[src/hdl/jfls_pkg.sv]
// Shared types and constants for the JTAG fixed-length scan sequencer.
// No dependencies; used by the channel interfaces and the top level.
package jfls_pkg;

  localparam int unsigned IR_LENGTH = 8;
  localparam int unsigned DR_LENGTH = 40;
  localparam int unsigned DATA_W    = 40;
  localparam int unsigned LEAD_IR   = 4;
  localparam int unsigned LEAD_DR   = 2;
  localparam int unsigned TAIL      = 2;

  localparam int unsigned TOTAL_IR  = LEAD_IR + IR_LENGTH + TAIL;
  localparam int unsigned TOTAL_DR  = LEAD_DR + DR_LENGTH + TAIL;
  localparam int unsigned TOTAL_MAX = (TOTAL_IR > TOTAL_DR) ? TOTAL_IR : TOTAL_DR;
  localparam int unsigned CNT_W     = $clog2(TOTAL_MAX + 1);

  typedef enum logic [1:0] {
    CMD_IR   = 2'd0,
    CMD_DR   = 2'd1,
    CMD_TICK = 2'd2
  } cmd_e;

  typedef enum logic [1:0] {
    STATUS_DRIVE  = 2'd0,
    STATUS_DONE   = 2'd1,
    STATUS_REJECT = 2'd2
  } status_e;

  typedef struct packed {
    logic [1:0]        status;
    logic              tms_level;
    logic              tdi_level;
    logic [DATA_W-1:0] capture_data;
  } res_t;

endpackage

[src/hdl/jfls_if.sv]
// Valid/ready channel interfaces for sequencer requests and results.
// Depends on jfls_pkg for field widths.
interface jfls_req_if;
  logic                       valid;
  logic                       ready;
  logic [1:0]                 command;
  logic [jfls_pkg::DATA_W-1:0] shift_data;
  logic                       tdo_bank;
  logic                       tdo_level_zero;
  logic                       tdo_level_one;

  modport source (output valid, command, shift_data, tdo_bank, tdo_level_zero,
                  tdo_level_one, input ready);
  modport sink   (input valid, command, shift_data, tdo_bank, tdo_level_zero,
                  tdo_level_one, output ready);
endinterface

interface jfls_res_if;
  logic                       valid;
  logic                       ready;
  logic [1:0]                 status;
  logic                       tms_level;
  logic                       tdi_level;
  logic [jfls_pkg::DATA_W-1:0] capture_data;

  modport source (output valid, status, tms_level, tdi_level, capture_data,
                  input ready);
  modport sink   (input valid, status, tms_level, tdi_level, capture_data,
                  output ready);
endinterface

[src/hdl/jtag_fixed_length_scan_sequencer_unit.sv]
// JTAG scan sequencer: one request per clock while cmd_i is ready; tick requests
// step the scan. Each accepted request is answered on res_o. The result path
// has an output register plus a skid register, so cmd_i stays ready while one
// result waits; throughput is one request per clock while the skid register is
// empty, set by the single counter/shift update done between the request and the
// result register. Scans end when the counter reaches TOTAL_IR or TOTAL_DR.
// Depends on jfls_pkg and the channel interfaces in jfls_if.sv.
module jtag_fixed_length_scan_sequencer_unit (
  input  logic       clk_i,
  input  logic       rst_ni,
  jfls_req_if.sink   cmd_i,
  jfls_res_if.source res_o
);

  logic                            busy_q, busy_d;
  logic                            kind_q, kind_d;
  logic                            bank_q, bank_d;
  logic [jfls_pkg::CNT_W-1:0]      cnt_q, cnt_d;
  logic [jfls_pkg::DATA_W-1:0]     shift_q, shift_d;
  logic [jfls_pkg::DATA_W-1:0]     cap_q, cap_d;

  jfls_pkg::res_t res_d;
  jfls_pkg::res_t out_q;
  jfls_pkg::res_t skid_q;
  logic           out_vld_q;
  logic           skid_vld_q;

  logic acc;
  logic out_pop;

  logic [jfls_pkg::CNT_W-1:0] pre, len, idx, pre_n, len_n, idx_n, cnt_inc;
  logic                       tdo;

  assign cmd_i.ready = !skid_vld_q;
  assign acc         = cmd_i.valid && cmd_i.ready;
  assign out_pop     = out_vld_q && res_o.ready;

  always_comb begin
    busy_d  = busy_q;
    kind_d  = kind_q;
    bank_d  = bank_q;
    cnt_d   = cnt_q;
    shift_d = shift_q;
    cap_d   = cap_q;
    res_d   = '{status: jfls_pkg::STATUS_REJECT, tms_level: 1'b0, tdi_level: 1'b0,
                capture_data: '0};

    pre     = kind_q ? jfls_pkg::CNT_W'(jfls_pkg::LEAD_DR) : jfls_pkg::CNT_W'(jfls_pkg::LEAD_IR);
    len     = kind_q ? jfls_pkg::CNT_W'(jfls_pkg::DR_LENGTH)
                     : jfls_pkg::CNT_W'(jfls_pkg::IR_LENGTH);
    idx     = cnt_q - pre;
    cnt_inc = cnt_q + 1'b1;
    tdo     = bank_q ? cmd_i.tdo_level_one : cmd_i.tdo_level_zero;

    if (cmd_i.command == jfls_pkg::CMD_IR || cmd_i.command == jfls_pkg::CMD_DR) begin
      if (!busy_q) begin
        busy_d  = 1'b1;
        kind_d  = cmd_i.command[0];
        bank_d  = cmd_i.tdo_bank;
        cnt_d   = '0;
        shift_d = cmd_i.shift_data;
        cap_d   = '0;
        res_d.status = jfls_pkg::STATUS_DRIVE;
      end
    end else if (cmd_i.command == jfls_pkg::CMD_TICK && busy_q) begin
      if (cnt_q >= pre && idx < len) begin
        for (int k = 0; k < int'(jfls_pkg::DATA_W); k++) begin
          if (idx == jfls_pkg::CNT_W'(k) && tdo) begin
            cap_d[k] = 1'b1;
          end
        end
        shift_d = shift_q >> 1;
      end
      cnt_d = cnt_inc;
      if (cnt_inc == pre + len + jfls_pkg::CNT_W'(jfls_pkg::TAIL)) begin
        busy_d             = 1'b0;
        res_d.status       = jfls_pkg::STATUS_DONE;
        res_d.capture_data = cap_d;
      end else begin
        res_d.status = jfls_pkg::STATUS_DRIVE;
      end
    end

    // pins for the cycle now at cnt_d
    pre_n = kind_d ? jfls_pkg::CNT_W'(jfls_pkg::LEAD_DR) : jfls_pkg::CNT_W'(jfls_pkg::LEAD_IR);
    len_n = kind_d ? jfls_pkg::CNT_W'(jfls_pkg::DR_LENGTH)
                   : jfls_pkg::CNT_W'(jfls_pkg::IR_LENGTH);
    idx_n = cnt_d - pre_n;
    if (res_d.status == jfls_pkg::STATUS_DRIVE) begin
      if (cnt_d < pre_n) begin
        res_d.tms_level = !kind_d && cnt_d < jfls_pkg::CNT_W'(2);
      end else if (idx_n < len_n) begin
        res_d.tdi_level = shift_d[0];
        res_d.tms_level = (idx_n == len_n - 1'b1);
      end else begin
        res_d.tms_level = kind_d ? (idx_n == len_n) : 1'b1;
      end
    end
  end

  always_ff @(posedge clk_i or negedge rst_ni) begin
    if (!rst_ni) begin
      busy_q  <= 1'b0;
      kind_q  <= 1'b0;
      bank_q  <= 1'b0;
      cnt_q   <= '0;
      shift_q <= '0;
      cap_q   <= '0;
    end else if (acc) begin
      busy_q  <= busy_d;
      kind_q  <= kind_d;
      bank_q  <= bank_d;
      cnt_q   <= cnt_d;
      shift_q <= shift_d;
      cap_q   <= cap_d;
    end
  end

  always_ff @(posedge clk_i or negedge rst_ni) begin
    if (!rst_ni) begin
      out_vld_q  <= 1'b0;
      skid_vld_q <= 1'b0;
    end else if (out_pop || !out_vld_q) begin
      if (skid_vld_q) begin
        out_vld_q  <= 1'b1;
        skid_vld_q <= 1'b0;
      end else begin
        out_vld_q  <= acc;
      end
    end else if (acc) begin
      skid_vld_q <= 1'b1;
    end
  end

  always_ff @(posedge clk_i) begin
    if (out_pop || !out_vld_q) begin
      if (skid_vld_q) begin
        out_q <= skid_q;
      end else if (acc) begin
        out_q <= res_d;
      end
    end else if (acc) begin
      skid_q <= res_d;
    end
  end

  assign res_o.valid        = out_vld_q;
  assign res_o.status       = out_q.status;
  assign res_o.tms_level    = out_q.tms_level;
  assign res_o.tdi_level    = out_q.tdi_level;
  assign res_o.capture_data = out_q.capture_data;

  a_skid_implies_out: assert property (@(posedge clk_i) disable iff (!rst_ni)
    skid_vld_q |-> out_vld_q)
    else $error("skid register full while output register empty");

  a_cnt_in_range: assert property (@(posedge clk_i) disable iff (!rst_ni)
    busy_q |-> (cnt_q < (kind_q ? jfls_pkg::CNT_W'(jfls_pkg::TOTAL_DR)
                                : jfls_pkg::CNT_W'(jfls_pkg::TOTAL_IR))))
    else $error("cycle counter past end of scan");

  a_start_arms: assert property (@(posedge clk_i) disable iff (!rst_ni)
    (acc && !busy_q && (cmd_i.command == jfls_pkg::CMD_IR ||
                        cmd_i.command == jfls_pkg::CMD_DR))
    |=> (busy_q && cnt_q == '0))
    else $error("start request did not arm the sequencer");

  a_done_idles: assert property (@(posedge clk_i) disable iff (!rst_ni)
    (acc && res_d.status == jfls_pkg::STATUS_DONE) |=> !busy_q)
    else $error("sequencer still busy after done");

endmodule
[src/flat_wrapper.sv]
// flat-port wrapper written by rule: the top's interface ports become plain ports
module jtag_fixed_length_scan_sequencer_unit_flat 
  (clk_i, rst_ni, cmd_i_valid, cmd_i_command, cmd_i_shift_data, cmd_i_tdo_bank, cmd_i_tdo_level_zero, cmd_i_tdo_level_one, cmd_i_ready, res_o_valid, res_o_status, res_o_tms_level, res_o_tdi_level, res_o_capture_data, res_o_ready);
  jfls_req_if cmd_i_i ();
  jfls_res_if res_o_i ();
  input  logic clk_i;
  input  logic rst_ni;
  input wire logic [$bits(cmd_i_i.valid)-1:0] cmd_i_valid;
  input wire logic [$bits(cmd_i_i.command)-1:0] cmd_i_command;
  input wire logic [$bits(cmd_i_i.shift_data)-1:0] cmd_i_shift_data;
  input wire logic [$bits(cmd_i_i.tdo_bank)-1:0] cmd_i_tdo_bank;
  input wire logic [$bits(cmd_i_i.tdo_level_zero)-1:0] cmd_i_tdo_level_zero;
  input wire logic [$bits(cmd_i_i.tdo_level_one)-1:0] cmd_i_tdo_level_one;
  output wire logic [$bits(cmd_i_i.ready)-1:0] cmd_i_ready;
  output wire logic [$bits(res_o_i.valid)-1:0] res_o_valid;
  output wire logic [$bits(res_o_i.status)-1:0] res_o_status;
  output wire logic [$bits(res_o_i.tms_level)-1:0] res_o_tms_level;
  output wire logic [$bits(res_o_i.tdi_level)-1:0] res_o_tdi_level;
  output wire logic [$bits(res_o_i.capture_data)-1:0] res_o_capture_data;
  input wire logic [$bits(res_o_i.ready)-1:0] res_o_ready;
  assign cmd_i_i.valid = cmd_i_valid;
  assign cmd_i_i.command = cmd_i_command;
  assign cmd_i_i.shift_data = cmd_i_shift_data;
  assign cmd_i_i.tdo_bank = cmd_i_tdo_bank;
  assign cmd_i_i.tdo_level_zero = cmd_i_tdo_level_zero;
  assign cmd_i_i.tdo_level_one = cmd_i_tdo_level_one;
  assign cmd_i_ready = cmd_i_i.ready;
  assign res_o_valid = res_o_i.valid;
  assign res_o_status = res_o_i.status;
  assign res_o_tms_level = res_o_i.tms_level;
  assign res_o_tdi_level = res_o_i.tdi_level;
  assign res_o_capture_data = res_o_i.capture_data;
  assign res_o_i.ready = res_o_ready;
  jtag_fixed_length_scan_sequencer_unit u_core (.clk_i(clk_i), .rst_ni(rst_ni), .cmd_i(cmd_i_i), .res_o(res_o_i));
endmodule
[config.mk]
export PLATFORM = sky130hd
export DESIGN_NAME = jtag_fixed_length_scan_sequencer_unit_flat
export DESIGN_NICKNAME = d
export VERILOG_FILES = /design/src/hdl/jfls_pkg.sv /design/src/hdl/jfls_if.sv /design/src/hdl/jtag_fixed_length_scan_sequencer_unit.sv /design/src/flat_wrapper.sv
export SDC_FILE = /design/constraint.sdc
export NUM_CORES = 1
export LEC_CHECK = 0
export BUFFER_PORTS_ARGS = -buffer_cell sky130_fd_sc_hd__buf_4
export CAP_MARGIN = 0
export CORE_MARGIN = 3
export CORE_UTILIZATION = 55
export CTS_BUF_LIST = sky130_fd_sc_hd__clkbuf_8
export CTS_CLUSTER_DIAMETER = 120
export DETAILED_ROUTE_END_ITERATION = 7
export GPL_TIMING_DRIVEN = 0
export PLACE_DENSITY = 0.79
export SLEW_MARGIN = 20
export SYNTH_ARGS = -nofsm -noshare
export SYNTH_HDL_FRONTEND = slang
export SYNTH_SLANG_ARGS = --single-unit
[constraint.sdc]
create_clock -name clk_i -period 3.6 [get_ports clk_i]
set_input_delay 0.18 -clock clk_i [delete_from_list [all_inputs] [get_ports clk_i]]
set_output_delay 0.18 -clock clk_i [all_outputs]
set_load 0.03 [all_outputs]
==> results of run 1 <==
## routing by layer
| metal | routed length, um | vias up | global-route usage [%] |
|---|---|---|---|
| met5 | 0 | - | 0 |
| met4 | 366 | 0 | 7.04 |
| li1 | - | 3200 | - |
| met3 | 1500 | 27 | 6.72 |
| met2 | 9880 | 267 | 40.4 |
| met1 | 8270 | 3178 | 31.7 |
## worst paths after layout
kind	start	endpoint	slack, ns	cells after the start
setup / recovery	u_core.cnt_q[1]	u_core.res_o.capture_data[31]	0.16	15
hold / removal	cmd_i_shift_data[24]	u_core.shift_q[24]	0.03	3
setup reg to reg	u_core.cnt_q[1]	u_core.res_o.capture_data[31]	0.16	15
hold reg to reg	u_core.cap_q[36]	u_core.cap_q[36]	0.50	2
max in group asynchronous	rst_ni	u_core.busy_q	2.65	2
min in group asynchronous	rst_ni	u_core.shift_q[24]	0.32	2
## logic make-up after synthesis
group | count (synthesis) | share of synthesized area, %
AND/OR/NAND/NOR | 275 | 14.6
multiplexers | 8 | 1.02
AO/OA/AOI/OAI | 265 | 19.9
flip-flops | 179 | 58.9
buffers and inverters | 72 | 3.62
adder cells (fa/ha/maj) | 7 | 1.23
XOR/XNOR | 7 | 0.734
## state kept, by name (all words and copies together), names as in the netlist
name	cells
u_core.busy_q	1
u_core.shift_q	40
u_core.cap_q	40
u_core.res_o.capture_data	40
u_core.kind_q	1
u_core.skid_q	44
u_core.res_o.tdi_level	1
u_core.skid_vld_q	1
u_core.cnt_q	6
u_core.res_o.status	2
u_core.bank_q	1
u_core.res_o.tms_level	1
u_core.res_o.valid	1
## worst reg2reg max path, delay by kind of cell (launching register included)
family / cells / cell delay (ns)
adder cells (fa/ha/maj): 3 / 0.75
buffers and inverters: 5 / 0.64
AND/OR/NAND/NOR: 2 / 0.50
flip-flops: 1 / 0.38
AO/OA/AOI/OAI: 4 / 0.88
XOR/XNOR: 1 / 0.15
## cells in the mapped netlist, types with 4 or more instances
cell / count / area share [%]
sky130_fd_sc_hd__a21oi_1: 125 / 7.5
sky130_fd_sc_hd__a22oi_1: 39 / 3.5
sky130_fd_sc_hd__a31oi_1: 5 / 0.37
sky130_fd_sc_hd__and2_1: 6 / 0.45
sky130_fd_sc_hd__and3_1: 11 / 0.82
sky130_fd_sc_hd__buf_2: 16 / 0.96
sky130_fd_sc_hd__clkbuf_1: 36 / 1.6
sky130_fd_sc_hd__dfrtp_1: 91 / 27
sky130_fd_sc_hd__edfxtp_1: 88 / 32
sky130_fd_sc_hd__ha_1: 5 / 0.75
sky130_fd_sc_hd__inv_1: 14 / 0.63
sky130_fd_sc_hd__mux2_2: 4 / 0.54
sky130_fd_sc_hd__mux2i_1: 4 / 0.48
sky130_fd_sc_hd__nand2_1: 66 / 3.0
sky130_fd_sc_hd__nand3_1: 9 / 0.54
sky130_fd_sc_hd__nor2_1: 145 / 6.5
sky130_fd_sc_hd__nor2b_1: 5 / 0.37
sky130_fd_sc_hd__nor3_1: 9 / 0.54
sky130_fd_sc_hd__o21a_1: 4 / 0.36
sky130_fd_sc_hd__o21ai_0: 22 / 1.3
sky130_fd_sc_hd__o31ai_1: 35 / 3.1
sky130_fd_sc_hd__xnor2_1: 4 / 0.42
## layout make-up
type / count / share of cell area [%]
plain buffers: 54 / 2.51
clock buffers: 17 / 2.33
clock inverters: 15 / 1.80
inverters: 14 / 0.562
multi-input cells: 562 / 32.5
flip-flops and latches: 179 / 49.1
well taps: 184 / 2.30
repair buffers: 113 / 8.87
## repair_timing
action	4_1_cts	5_1_grt
setup buffers	3	9
resized for setup	13	21
hold buffers	5	0
pin swaps	5	8
endpoints found under the setup margin	151	92
endpoints found under the hold margin	96	0
## power groups by stage
stage          clock network [mW]  logic, mW  registers, mW
2_1_floorplan                   0       1.42           2.76
3_3_place_gp                    0       1.94           2.72
3_5_place_dp                    0       2.00           2.73
4_1_cts                      1.45       2.14           2.69
5_1_grt                      1.54       2.49           2.74
6_report                     1.44       2.28           2.70
## metrics by stage
stage	std cells	worst slack, ns	setup TNS [ns]
global route	1138	-0.0418	-0.0504
finish	1138	0.156	0
global placement	1091	-0.449	-44.97
detailed placement	1093	-0.563	-40.20
floorplan	813	-0.00584	-0.00584
CTS	1131	0.00590	0
## placed cells by master (no fill, tap or decap), drive strengths merged, types with 4 or more instances in the layout
master       count
nor2           145
buf            129
a21oi          125
dfrtp           91
edfxtp          88
nand2           66
clkbuf          50
a22oi           39
o31ai           35
o21ai           25
inv             18
and3            11
nor3            10
nand3            9
and2             6
nor2b            6
a31oi            5
dlygate4sd3      5
clkinv           5
ha               5
mux2             4
mux2i            4
a31o             4
xnor2            4
o21a             4
==> impl_summary.md, run 1 <==
Clock network
Buffers inserted during clock tree synthesis total 17. The H-tree depth is 4. TritonCTS built the clock tree. The cell sitting at the root of the clock tree is a sky130_fd_sc_hd__clkbuf_8. At the later pin of the worst-skew pair, clock insertion delay measures roughly 0.47 ns. The worst-case clock buffer depth is 2.

For this design, the sink count on the clock tree is roughly 180. Clock-pin slew was measured on the worst setup and hold paths at roughly 0.09 ns.

Timing
The maximum frequency from static timing analysis is roughly 290 MHz. The worst slew margin relative to its limit is between 40% and 50%. On the final layout, the worst hold slack is roughly 0.031 ns. Setup violations remaining at the end of the flow were counted as 0. Setup repair after global routing could not meet its margin everywhere.

The worst path uses about 96% of the clock period. At the pin with the least slew margin, the transition time is between 0.8 and 0.9 ns. The final clock skew is around 0.013 ns. The final period demand of the worst path is between 3 and 4 ns. The final max-slew violation count is 0. The number of failing hold endpoints at the final stage came to 0.

Power
In this run switching power makes up between 30% and 40% of total power. The completed layout was analyzed and its total power is about 6.4 mW. The proportion of power drawn by combinational gates is 35.5%. The internal power of the cells totals around 4.1 mW. The sequential fraction of design power is 42.1%. The net switching power is about 2.3 mW. The static leakage is ~4 nW. The power per unit of standard cell area is between 600 and 700 mW/mm2.

Across the VDD grid, the largest voltage drop is between 400 and 500 uV. Per report_power, the clock group accounts for roughly 22% of the total.

Floorplan
between 90 and 100 I/O pins were placed. The die area is between 0.015 and 0.02 mm2. In this run the vertical extent of the chip is around 130 um. Measured along the x axis, the die boundary spans 129 um. The total area inside the core boundary comes to ~0.015 mm2. For this configuration, the core starts out at a cell density of 56.9%. The floorplan has 44 rows.

Placed design
The quantity of I/O buffers inserted on ports is between 90 and 100. The post-placement cell area is ~0.0094 mm2. The placed wire-length estimate is ~14000 um.

The congestion estimate from routability-driven global placement came to ~0.9.

Yosys
Of all flip-flops after synthesis, the portion carrying an async set or reset was a little over 50%. The post-synthesis instance total is 813. The netlist area before placement is 0.00836 mm2. The number of enable-type register cells in the synthesized netlist is 88.

Sequential cells were found to cover a little under 60% of the synthesized design area. The count of yosys warnings during synthesis is 0. The synthesized flop and latch total is 179. Among all flip-flop cells after synthesis, the most frequent one is sky130_fd_sc_hd__dfrtp_1. The number of nets in the synthesized netlist is 869. The number of library cell types mapped by synthesis is 66. After synthesis, the mean cell area works out to roughly 10 um2.

Outcome
The flow ran to the end, and the final reports show no timing, DRC or antenna violations.

Global routing
Entering global routing, the biggest net connects between 90 and 100 pins. The number of antenna violations at the first check in global routing was 0. The all-layer global routing usage is around 24%. The via count of the first global-routing pass was between 6k and 7k. The total congestion overflow is 0. The first-pass GRT wire length is approximately 32000 um.

Routing
After detailed routing, the total wire length is 20000 um. The via count of the routed design is 6672. After the first detailed-routing iteration, the DRC count stood at 570. The number of nets with antenna violations after routing is 0. Before antenna repair, the detailed router went through 5 iterations. For this run, design rule violations remaining after detail routing come to 0. Dividing the detail-routed via count by the number of cells gives 5.86. The mean routed wirelength per cell is around 18 um.

Worst setup path
The cell with the largest stage delay on the worst path is sky130_fd_sc_hd__dfrtp_1. At the worst endpoint, the arrival time is about 3.8 ns. The largest incremental delay on the critical path is 0.38 ns. Along the worst path, the maximum fanout reaches 10. On the critical path the largest part of the delay comes from compound AO/OA/AOI/OAI gates. The signal on the critical path passes through buf_6 > inv_2 > ha_4 > fa_2 > and3_4 > xnor2_4 > inv_2 > ha_4 > a31o_2 > a2111oi_4 > buf_6 > nor3b_4 > buf_4 > a21oi_1 > o21ai_1.

STA classifies the critical path startpoint as a flip-flop. The type of destination of the critical path is a flip-flop. At the worst endpoint, the required time is 3.92 ns. The startpoint-to-endpoint class of the critical path is flip-flop to flip-flop. The number of buffers and inverters on the critical path is 5.

Final layout
The layout has ~1.1k filler cells. The area occupied by registers is 0.00492 mm2. The final layout net count is 997.

0 antenna diodes ended up in the layout. The fraction of final layout cells sized beyond drive strength 1 is between 20% and 30%. Once layout is complete, the utilization of the core stands at between 60 and 70%.

Summing all multi-input logic gate instances after layout gives roughly 0.0033 mm2. Compared with the post-synthesis result, the final layout area differs by 20.0%. The final non-filler cell area is 0.0100 mm2.

Flow run
Across the run, the number of max-cap violations was 0.

Min path
The tightest min-delay check is of the primary input to flip-flop type.
Power figures use the tool's default switching activity.
==> run 2: changes to the inputs <==
- CORE_ASPECT_RATIO: not set -> 1.5
==> run 2 against run 1 <==
Compared with the run above: first-iteration DRC count shrank 24%; core utilization shrank 0.17 points; die area grew 0.18%; register-to-register slack lost 0.06 ns; sequential share of layout area is essentially flat; sequential cell count is the same; clock power shrank 9%; setup slack lost 0.055 ns; via count shrank 0.73%; critical endpoint is now u_core.res_o.capture_data[28]; largest cell class unchanged; highest routed layer unchanged.
==> impl_summary.md, run 2 (synthesized netlist as in run 1, its figures left out) <==
Outcome
The flow ran to the end, and the final reports show no timing, DRC or antenna violations.

Placed design
The post-placement cell area is around 0.0094 mm2. The placer's final routability congestion estimate is approximately 0.94. Summed over all nets, the half-perimeter wirelength after detailed placement is between 10000 and 15000 um.

The quantity of I/O buffers inserted on ports is between 90 and 100.

Final layout
Leaving out fill and tap cells, the most frequent cell in the layout is sky130_fd_sc_hd__nor2_1. After routing the design area is around 0.010 mm2. The register with the highest flop count is u_core.skid_q. The area growth from synthesis to layout is 19.9%. The final layout contains ~1000 nets. In the final layout, the share of cells above drive strength 1 is a little over a fifth. The top cell types in the final layout, fill and taps aside, are sky130_fd_sc_hd__nor2_1 (143), sky130_fd_sc_hd__a21oi_1 (120), sky130_fd_sc_hd__buf_4 (102). The repair_antennas step left the layout with diodes totalling 0. The register with the most flip-flops in the layout has 44 of them.

Routing
In the routed layout, each cell is associated on average with a via count of roughly 5.8. The mean routed wirelength per cell is between 15 and 20 um. After the first detailed-routing iteration, the DRC count stood at between 400 and 500. The number of nets with antenna violations after routing is 0. The first-pass iteration count of the detailed router is 5. The total detailed-routing wirelength is between 15000 and 20000 um. The routed layout has 6623 vias. After detailed routing, the number of remaining DRC violations is 0.

Floorplan
For this configuration, the core starts out at a cell density of 56.7%. The die area is 0.0167 mm2. The die is 157 um tall. The count of pins on the block boundary is 95. The row count is 54. The total area inside the core boundary comes to around 0.015 mm2.

Measured along the x axis, the die boundary spans about 110 um.

Timing
Headroom to the max-slew limit came out at roughly 45%. The number of failing hold endpoints at the final stage came to 0. Setup repair after global routing could not meet its margin everywhere. Setup violations remaining at the end of the flow were counted as 0. The post-route clock period utilization is 97.2%. For the final database, setup skew stands at around 0.024 ns.

The final period demand of the worst path is ~3.5 ns. Based on the critical path, the design can be clocked at up to approximately 290 MHz. The worst-margin pin slew is ~0.83 ns.

The final max-slew violation count is 0.

Min path
The end point of the most critical hold path is u_core.shift_q[34]. The path category of the worst min-delay check is primary input to flip-flop. The worst hold path was traced through 3 stages. The startpoint identified for the worst hold timing path is cmd_i_shift_data[34].

Clock network
The clock tree from TritonCTS is done. Counting the buffers created by CTS gives 17. The cell at the root of the clock tree is sky130_fd_sc_hd__clkbuf_8. Clock-pin slew was measured on the worst setup and hold paths at approximately 0.11 ns. The insertion delay to the later sink of the worst-skew pair is roughly 0.47 ns. The H-tree was split into 4 levels. Counting every sink on the clock net gives 179. The worst-case clock buffer depth is 2.

Global routing
The number of antenna violations at the first check in global routing is 0. The first global-routing pass estimated about 31000 um of wire. Entering global routing, the biggest net connects ~90 pins. Global routing used 23.5% of the available tracks.

The total congestion overflow is 0. The via count of the first global-routing pass is roughly 6.5k.

Power
The maximum vdd ir drop is between 400 and 500 uV. The static leakage is 3.96 nW. Total power for the finished layout comes to between 6 and 7 mW. In this run the power density over the cells is between 600 and 700 mW/mm2.

Worst setup path
Data arrives at the worst endpoint at roughly 3.8 ns. STA classifies the critical path endpoint as a flip-flop. The critical path data required time is 3.91 ns. In this run the register-to-register setup slack is 0.10 ns. In this run the worst path has a maximum fanout of 10. The launching point of the worst reg2reg path is u_core.cnt_q[1].

The worst setup path is launched from a flip-flop. Counting cells, the worst reg-to-reg path comes to 14. The destination of the worst register-to-register timing path is u_core.res_o.capture_data[28]. The startpoint-to-endpoint class of the critical path is flip-flop to flip-flop. Tracing the worst setup path back leads to its startpoint at u_core.cnt_q[1].

Flow run
The total of max-cap violations is 0.
==> run 2: worst max path at each step <==
stage                     cells past startpoint  slack [ns]                       endpoint
after global placement                       18       -0.44               u_core.cap_q[38]
after floorplan                              18      -0.006  u_core.res_o.capture_data[10]
after CTS                                    17        0.01  u_core.res_o.capture_data[10]
after global routing                         17       -0.02  u_core.res_o.capture_data[10]
final                                        14        0.10  u_core.res_o.capture_data[28]
after detailed placement                     18       -0.55               u_core.cap_q[32]
==> run 2: power by group <==
| group | switching (mW) | leakage, nW | internal (mW) |
|---|---|---|---|
| combinational | 1.34 | 1.74 | 0.932 |
| clock | 0.802 | 0.194 | 0.512 |
| sequential | 0.206 | 2.02 | 2.49 |
| total | 2.35 | 3.96 | 3.94 |
==> run 2: worst max-delay path, stage by stage, from the launching register on <==
cell and delay [ns]:
sky130_fd_sc_hd__dfrtp_1 0.38, sky130_fd_sc_hd__buf_6 0.12, sky130_fd_sc_hd__clkinvlp_4 0.11, sky130_fd_sc_hd__ha_4 0.18
sky130_fd_sc_hd__fa_2 0.36, sky130_fd_sc_hd__and3_4 0.22, sky130_fd_sc_hd__xnor2_4 0.19, sky130_fd_sc_hd__inv_2 0.08
sky130_fd_sc_hd__ha_4 0.22, sky130_fd_sc_hd__a31o_2 0.26, sky130_fd_sc_hd__a2111oi_4 0.34, sky130_fd_sc_hd__buf_6 0.19
sky130_fd_sc_hd__nor3b_4 0.35, sky130_fd_sc_hd__a21oi_1 0.18, sky130_fd_sc_hd__o21ai_1 0.17
==> run 2: timing repair <==
| item | in CTS | in global routing |
|---|---|---|
| hold buffers | 7 | 0 |
| endpoints found under the hold margin | 98 | 0 |
| setup endpoints to repair | 152 | 93 |
| pin swaps | 5 | 8 |
| gates resized for setup | 13 | 24 |
| buffers inserted | 5 | 4 |
==> run 2: layer usage <==
| layer | GRT usage [%] | vias to the layer above | routed length (um) |
|---|---|---|---|
| met2 | 41.3 | 255 | 10200 |
| li1 | - | 3206 | - |
| met3 | 4.97 | 55 | 993 |
| met5 | 0 | - | 0 |
| met4 | 11.8 | 0 | 832 |
| met1 | 27.1 | 3107 | 7190 |
==> run 2: layout make-up <==
type	count	area, um2
sequential	179	4920
fill	1155	4710
multi-input combinational	562	3260
timing repair buffer	112	887
buffer	54	263
tap	196	245
clock buffer	17	234
clock inverter	15	148
inverter	14	60.1
==> run 2: metrics by stage <==
step	TNS (ns)	std cells	utilization [%]	worst slack, ns	hold WS, ns
floorplan	-0.00584	813	-	-0.00584	-0.116
global placement	-36.85	1103	63.3	-0.440	0.414
detailed placement	-34.66	1105	63.7	-0.547	0.319
CTS	0	1146	67.3	0.00962	0.00360
global route	-0.0681	1149	68.0	-0.0235	0.0268
finish	0	1149	68.0	0.101	0.0275
